### src/rtl/core/crdg_pkg.sv
// Package for the camera ray direction generator.
// Holds field widths, register indexes and constants; no dependencies.
package crdg_pkg;

  localparam int COORD_BITS_DEF = 12;
  localparam int FRAC_BITS      = 10;
  localparam int COMP_BITS      = 2 * FRAC_BITS + 1;
  localparam int REG_BITS       = 3 * COMP_BITS;
  localparam int JIT_BITS       = 8;
  localparam int DIR_BITS       = 16;
  localparam int CFG_IDX_BITS   = 2;
  localparam int NORM_BITS      = 24;
  localparam int SQRT_STEPS     = 26;
  localparam int SUM_BITS       = 50;
  localparam int UNIT_Q14       = 16384;

  // Configuration register indexes.
  localparam logic [CFG_IDX_BITS-1:0] REG_CORNER = 2'd0;
  localparam logic [CFG_IDX_BITS-1:0] REG_ACROSS = 2'd1;
  localparam logic [CFG_IDX_BITS-1:0] REG_DOWN   = 2'd2;
  localparam logic [CFG_IDX_BITS-1:0] REG_EYE    = 2'd3;

endpackage

### src/rtl/core/crdg_sqrt.sv
// Pipelined bit-serial integer square root, one result bit per stage.
// Depends on crdg_pkg for SQRT_STEPS and SUM_BITS; carries a sideband word.
module crdg_sqrt
  import crdg_pkg::*;
#(
  parameter int SIDE_W = 8
) (
  input  logic                  clk,
  input  logic                  rst_n,
  input  logic                  en,
  input  logic                  in_vld,
  input  logic [SUM_BITS-1:0]   in_sum,
  input  logic [SIDE_W-1:0]     in_side,
  output logic                  out_vld,
  output logic [SQRT_STEPS-1:0] out_root,
  output logic [SIDE_W-1:0]     out_side
);
  localparam int RW = 2 * SQRT_STEPS;

  logic [SQRT_STEPS:0]  vld_r;
  logic [RW-1:0]        rem_r  [SQRT_STEPS+1];
  logic [RW-1:0]        res_r  [SQRT_STEPS+1];
  logic [SIDE_W-1:0]    side_r [SQRT_STEPS+1];

  always_comb begin
    rem_r[0]  = RW'(in_sum);
    res_r[0]  = '0;
    side_r[0] = in_side;
    vld_r[0]  = in_vld;
  end

  // One restoring step per stage; the bit weight is fixed per stage.
  for (genvar i = 0; i < SQRT_STEPS; i++) begin : g_step
    localparam logic [RW-1:0] BIT = RW'(1) << (2 * (SQRT_STEPS - 1 - i));
    logic [RW-1:0] trial;
    assign trial = res_r[i] + BIT;
    always_ff @(posedge clk) begin
      if (!rst_n) begin
        vld_r[i+1] <= 1'b0;
      end else if (en) begin
        vld_r[i+1] <= vld_r[i];
      end
      if (en) begin
        side_r[i+1] <= side_r[i];
        if (rem_r[i] >= trial) begin
          rem_r[i+1] <= rem_r[i] - trial;
          res_r[i+1] <= (res_r[i] >> 1) + BIT;
        end else begin
          rem_r[i+1] <= rem_r[i];
          res_r[i+1] <= res_r[i] >> 1;
        end
      end
    end
  end

  assign out_vld  = vld_r[SQRT_STEPS];
  assign out_root = res_r[SQRT_STEPS][SQRT_STEPS-1:0];
  assign out_side = side_r[SQRT_STEPS];
endmodule

### config.mk
export PLATFORM = sky130hd
export DESIGN_NAME = crdg_sqrt
export DESIGN_NICKNAME = d
export VERILOG_FILES = /design/src/rtl/core/crdg_pkg.sv /design/src/rtl/core/crdg_sqrt.sv
export SDC_FILE = /design/constraint.sdc
export NUM_CORES = 2
export LEC_CHECK = 0
export BUFFER_PORTS_ARGS = -buffer_cell sky130_fd_sc_hd__buf_2
export CORE_MARGIN = 10
export CORE_UTILIZATION = 52
export DETAILED_ROUTE_END_ITERATION = 10
export GPL_ROUTABILITY_DRIVEN = 0
export GPL_TIMING_DRIVEN = 0
export HOLD_SLACK_MARGIN = 0.03
export PLACE_DENSITY = 0.8
export SLEW_MARGIN = 20
export SYNTH_ARGS = -nofsm -noshare
export SYNTH_HDL_FRONTEND = slang
export SYNTH_SLANG_ARGS = --single-unit
### constraint.sdc
create_clock -name clk -period 5.26 [get_ports clk]
set_input_delay 1.052 -clock clk [delete_from_list [all_inputs] [get_ports clk]]
set_output_delay 1.052 -clock clk [all_outputs]
set_load 0.02 [all_outputs]
==> metrics.cfg <==
[yosys]
synth_area_per_cell_sq_um=13.6
syn_area_sq_um=82600
ys_seq_area_share_pct=67.2
async_flop_share_pct=0
synth_top_area_share_pct=66.5
synth_top_family_by_area=simple AND/OR/NAND/NOR gates
yosysTopAreaCell=edfxtp_1
synth_edf_count=1830
yosys_warnings=0
yosys.area_share.simple_pct=10.8
synthFlopType=edfxtp_1
synth-compound-area-share_pct=7.27
synth_area_leaders=edfxtp_1 (67%), ha_1 (5.2%), xor2_1 (3.0%)
synth.distinct_cells=84
ys_ff_latch=1856
synth_xor_area_share_pct=5.80
syn_inst=6064
synthAdderAreaFrac_pct=5.24
synth_mux_area_share_pct=1.17

[grt]
grt_pass1_wl_um=246000
grt_max_degree=163
overflow=0
antenna_found_initial=0
grt_pass1_vias=49600
grtUsageTotal_pct=17.3

[cells_and_area]
multiInputGateArea_sq_um=25100
n_fill_cell=11500
synthToLayoutAreaGrowth_pct=11.5
final_cell_mix=edfxtp_1 (1830), inv_1 (434), nor2_1 (376)
fin_nets=6767
drive_gt1_share_pct=7.64
final_common_cell=edfxtp_1
ff_latch_area_sq_um=55500

[routing]
drtIter0Drc=3570
vias=48500
viasPerCell=5.65
avgRoutedWirePerCell_um=18.0
ant_nets=0
first_pass_iters=7
post-route-drc-count=0
wirelength_um=154000

[sta]
final.setup_skew_ps=63.4
fin_crit_sh_pct=89.9
max_freq_ghz=0.212
slew_headroom_pct=23.0
finalHoldViolations=0
rsz0062_at_grt=no
period_minus_slack_ps=4730
tightestPinTransition_ps=1140
slew_violations=0
setup_viol=0
setup_tns_ps=0

[clock_tree]
numClockSinks=1856
h-tree-depth=4
cts_buffer_depth=3
tritoncts=done
path_clk_slew_ps=60
clock_latency_ps=830
postCtsSetupBuffers=0
root_buffer=clkbuf_16
cts_buffers=185

[power_and_ir_drop]
ir_worst_vdd_mv=0.382
leakage_nw=34.3
powerDensity_nw_per_um2=406
finalPower_mw=37.4

[setup_path]
worstSetupPathType=reg2reg
cp.arrival_ps=5230
r2r-end=rem_r[127]
ff2ff_setup_slack_ps=530
cp.required_ps=5760
startpoint_type=register
timing.rr.start=rem_r[165]
crit_path_end_kind=register
worstRegToRegCells=11
critPathMaxFanout=10

[floorplanning]
initial_utilization_pct=52.2
core_sq_um=158000
fp.dieArea_sq_um=175000
die_w_um=419
die_y_um=419
io_pins=97
placementRows=146

[run_status]
status=complete, no violations

[placement]
hpwl_um=109000
io_buffers=95

[worst_hold_path]
hold_end=rem_r[1331]
min_from=in_sum[31]
hp-class=in2reg
hold_depth=1

[run]
cap_violations=0

==> synthesized netlist by cell type, types with 10 or more instances <==
cell type and number:
o21ai_0 259, o211ai_1 12, nor2b_1 74, nor4b_1 32
nand2_1 348, nor2_1 376, a31oi_1 26, nand4_1 85
and4b_1 10, xnor2_1 266, and3_1 16, inv_1 434
nand2b_1 73, nand3b_1 23, nor3b_1 16, nand4b_1 19
o41ai_1 11, ha_1 346, nor3_1 173, a211oi_1 23
or4_1 28, mux2i_1 32, a21boi_0 11, nor4_1 199
xor2_1 281, dfxtp_1 26, o31ai_1 25, o21a_1 62
or2_2 29, mux2_2 48, edfxtp_1 1830, or3_1 65
nand3_1 99, a21oi_1 327, o21bai_1 16, and2_1 23
clkbuf_1 76, a21o_1 124
==> cells by family after synthesis <==
kind of cell / after synthesis
fa+ha+maj: 346
compound gates: 980
xor+xnor: 547
simple gates: 1717
buf+inv: 530
other cells: 1
mux: 87
flops: 1856
==> registers in the layout, summed over array words and instances (netlist names) <==
signal and cells:
side_r 200, out_side 8, rem_r 1297, out_root 25, res_r 300, vld_r 25, out_vld 1
==> metrics by stage <==
step                util (%)  instances  cell area (sq um)  setup slack (ps)  hold WS, ps
global route            58.2       8578              92100               190          338
detailed placement      54.4       8244              86000               298          405
finish                  58.2       8581              92100               533          384
floorplan                  -       6065              82600              1460          400
CTS                     58.2       8578              92100               254          318
global placement        54.1       8232              85700            -23920          400
==> layout make-up <==
class | instances | area share (%)
clock buffers | 221 | 5.17
clock inverters | 113 | 1.36
multi-input cells | 3679 | 27.3
inverters | 434 | 1.77
repair buffers | 107 | 0.891
plain buffers | 96 | 0.474
diodes | 3 | 0.00815
flip-flops and latches | 1856 | 60.2
well taps | 2072 | 2.82
==> worst max-delay path, cell delays in order, from the launching register on <==
cell and delay (ps):
edfxtp_1 390, ha_1 360, a21o_1 210, or3_1 310, o22ai_1 470, o221ai_1 320
nor3b_1 280, o21ai_0 250, a211oi_2 590, clkbuf_1 540, clkbuf_1 510, o21ai_0 190
==> repair_timing <==
action | 4_1_cts | 5_1_grt
setup endpoints to repair | 0 | 8
gates resized for setup | 0 | 1
hold buffers | 0 | 0
==> power by group <==
part / leakage [nW] / switching [mW] / internal (mW) / total (mW)
Combinational: 13.6 / 3.15 / 2.31 / 5.46
Sequential: 17.8 / 0.988 / 18.2 / 19.2
Clock: 2.89 / 5.59 / 7.19 / 12.8
==> layer usage <==
metal | vias to the layer above | GRT usage, % | part of all wire, %
met5 | - | 0 | 0
met4 | 0 | 9.91 | 5.9
met3 | 500 | 2.69 | 3.9
met2 | 1437 | 34.2 | 55
met1 | 23300 | 16.6 | 35
li1 | 23300 | - | -
==> how the worst max path moves through the flow <==
stage	end	slack (ps)	startpoint	cells after the start
3_5_place_dp	rem_r[127]	300	rem_r[165]	11
3_3_place_gp	out_side[0]	-23920	en	1
5_1_grt	rem_r[131]	190	res_r[165]	12
4_1_cts	rem_r[127]	250	rem_r[165]	11
2_1_floorplan	rem_r[170]	1460	rem_r[236]	12
6_report	rem_r[127]	530	rem_r[165]	11
(Power assumes the default switching activity.)
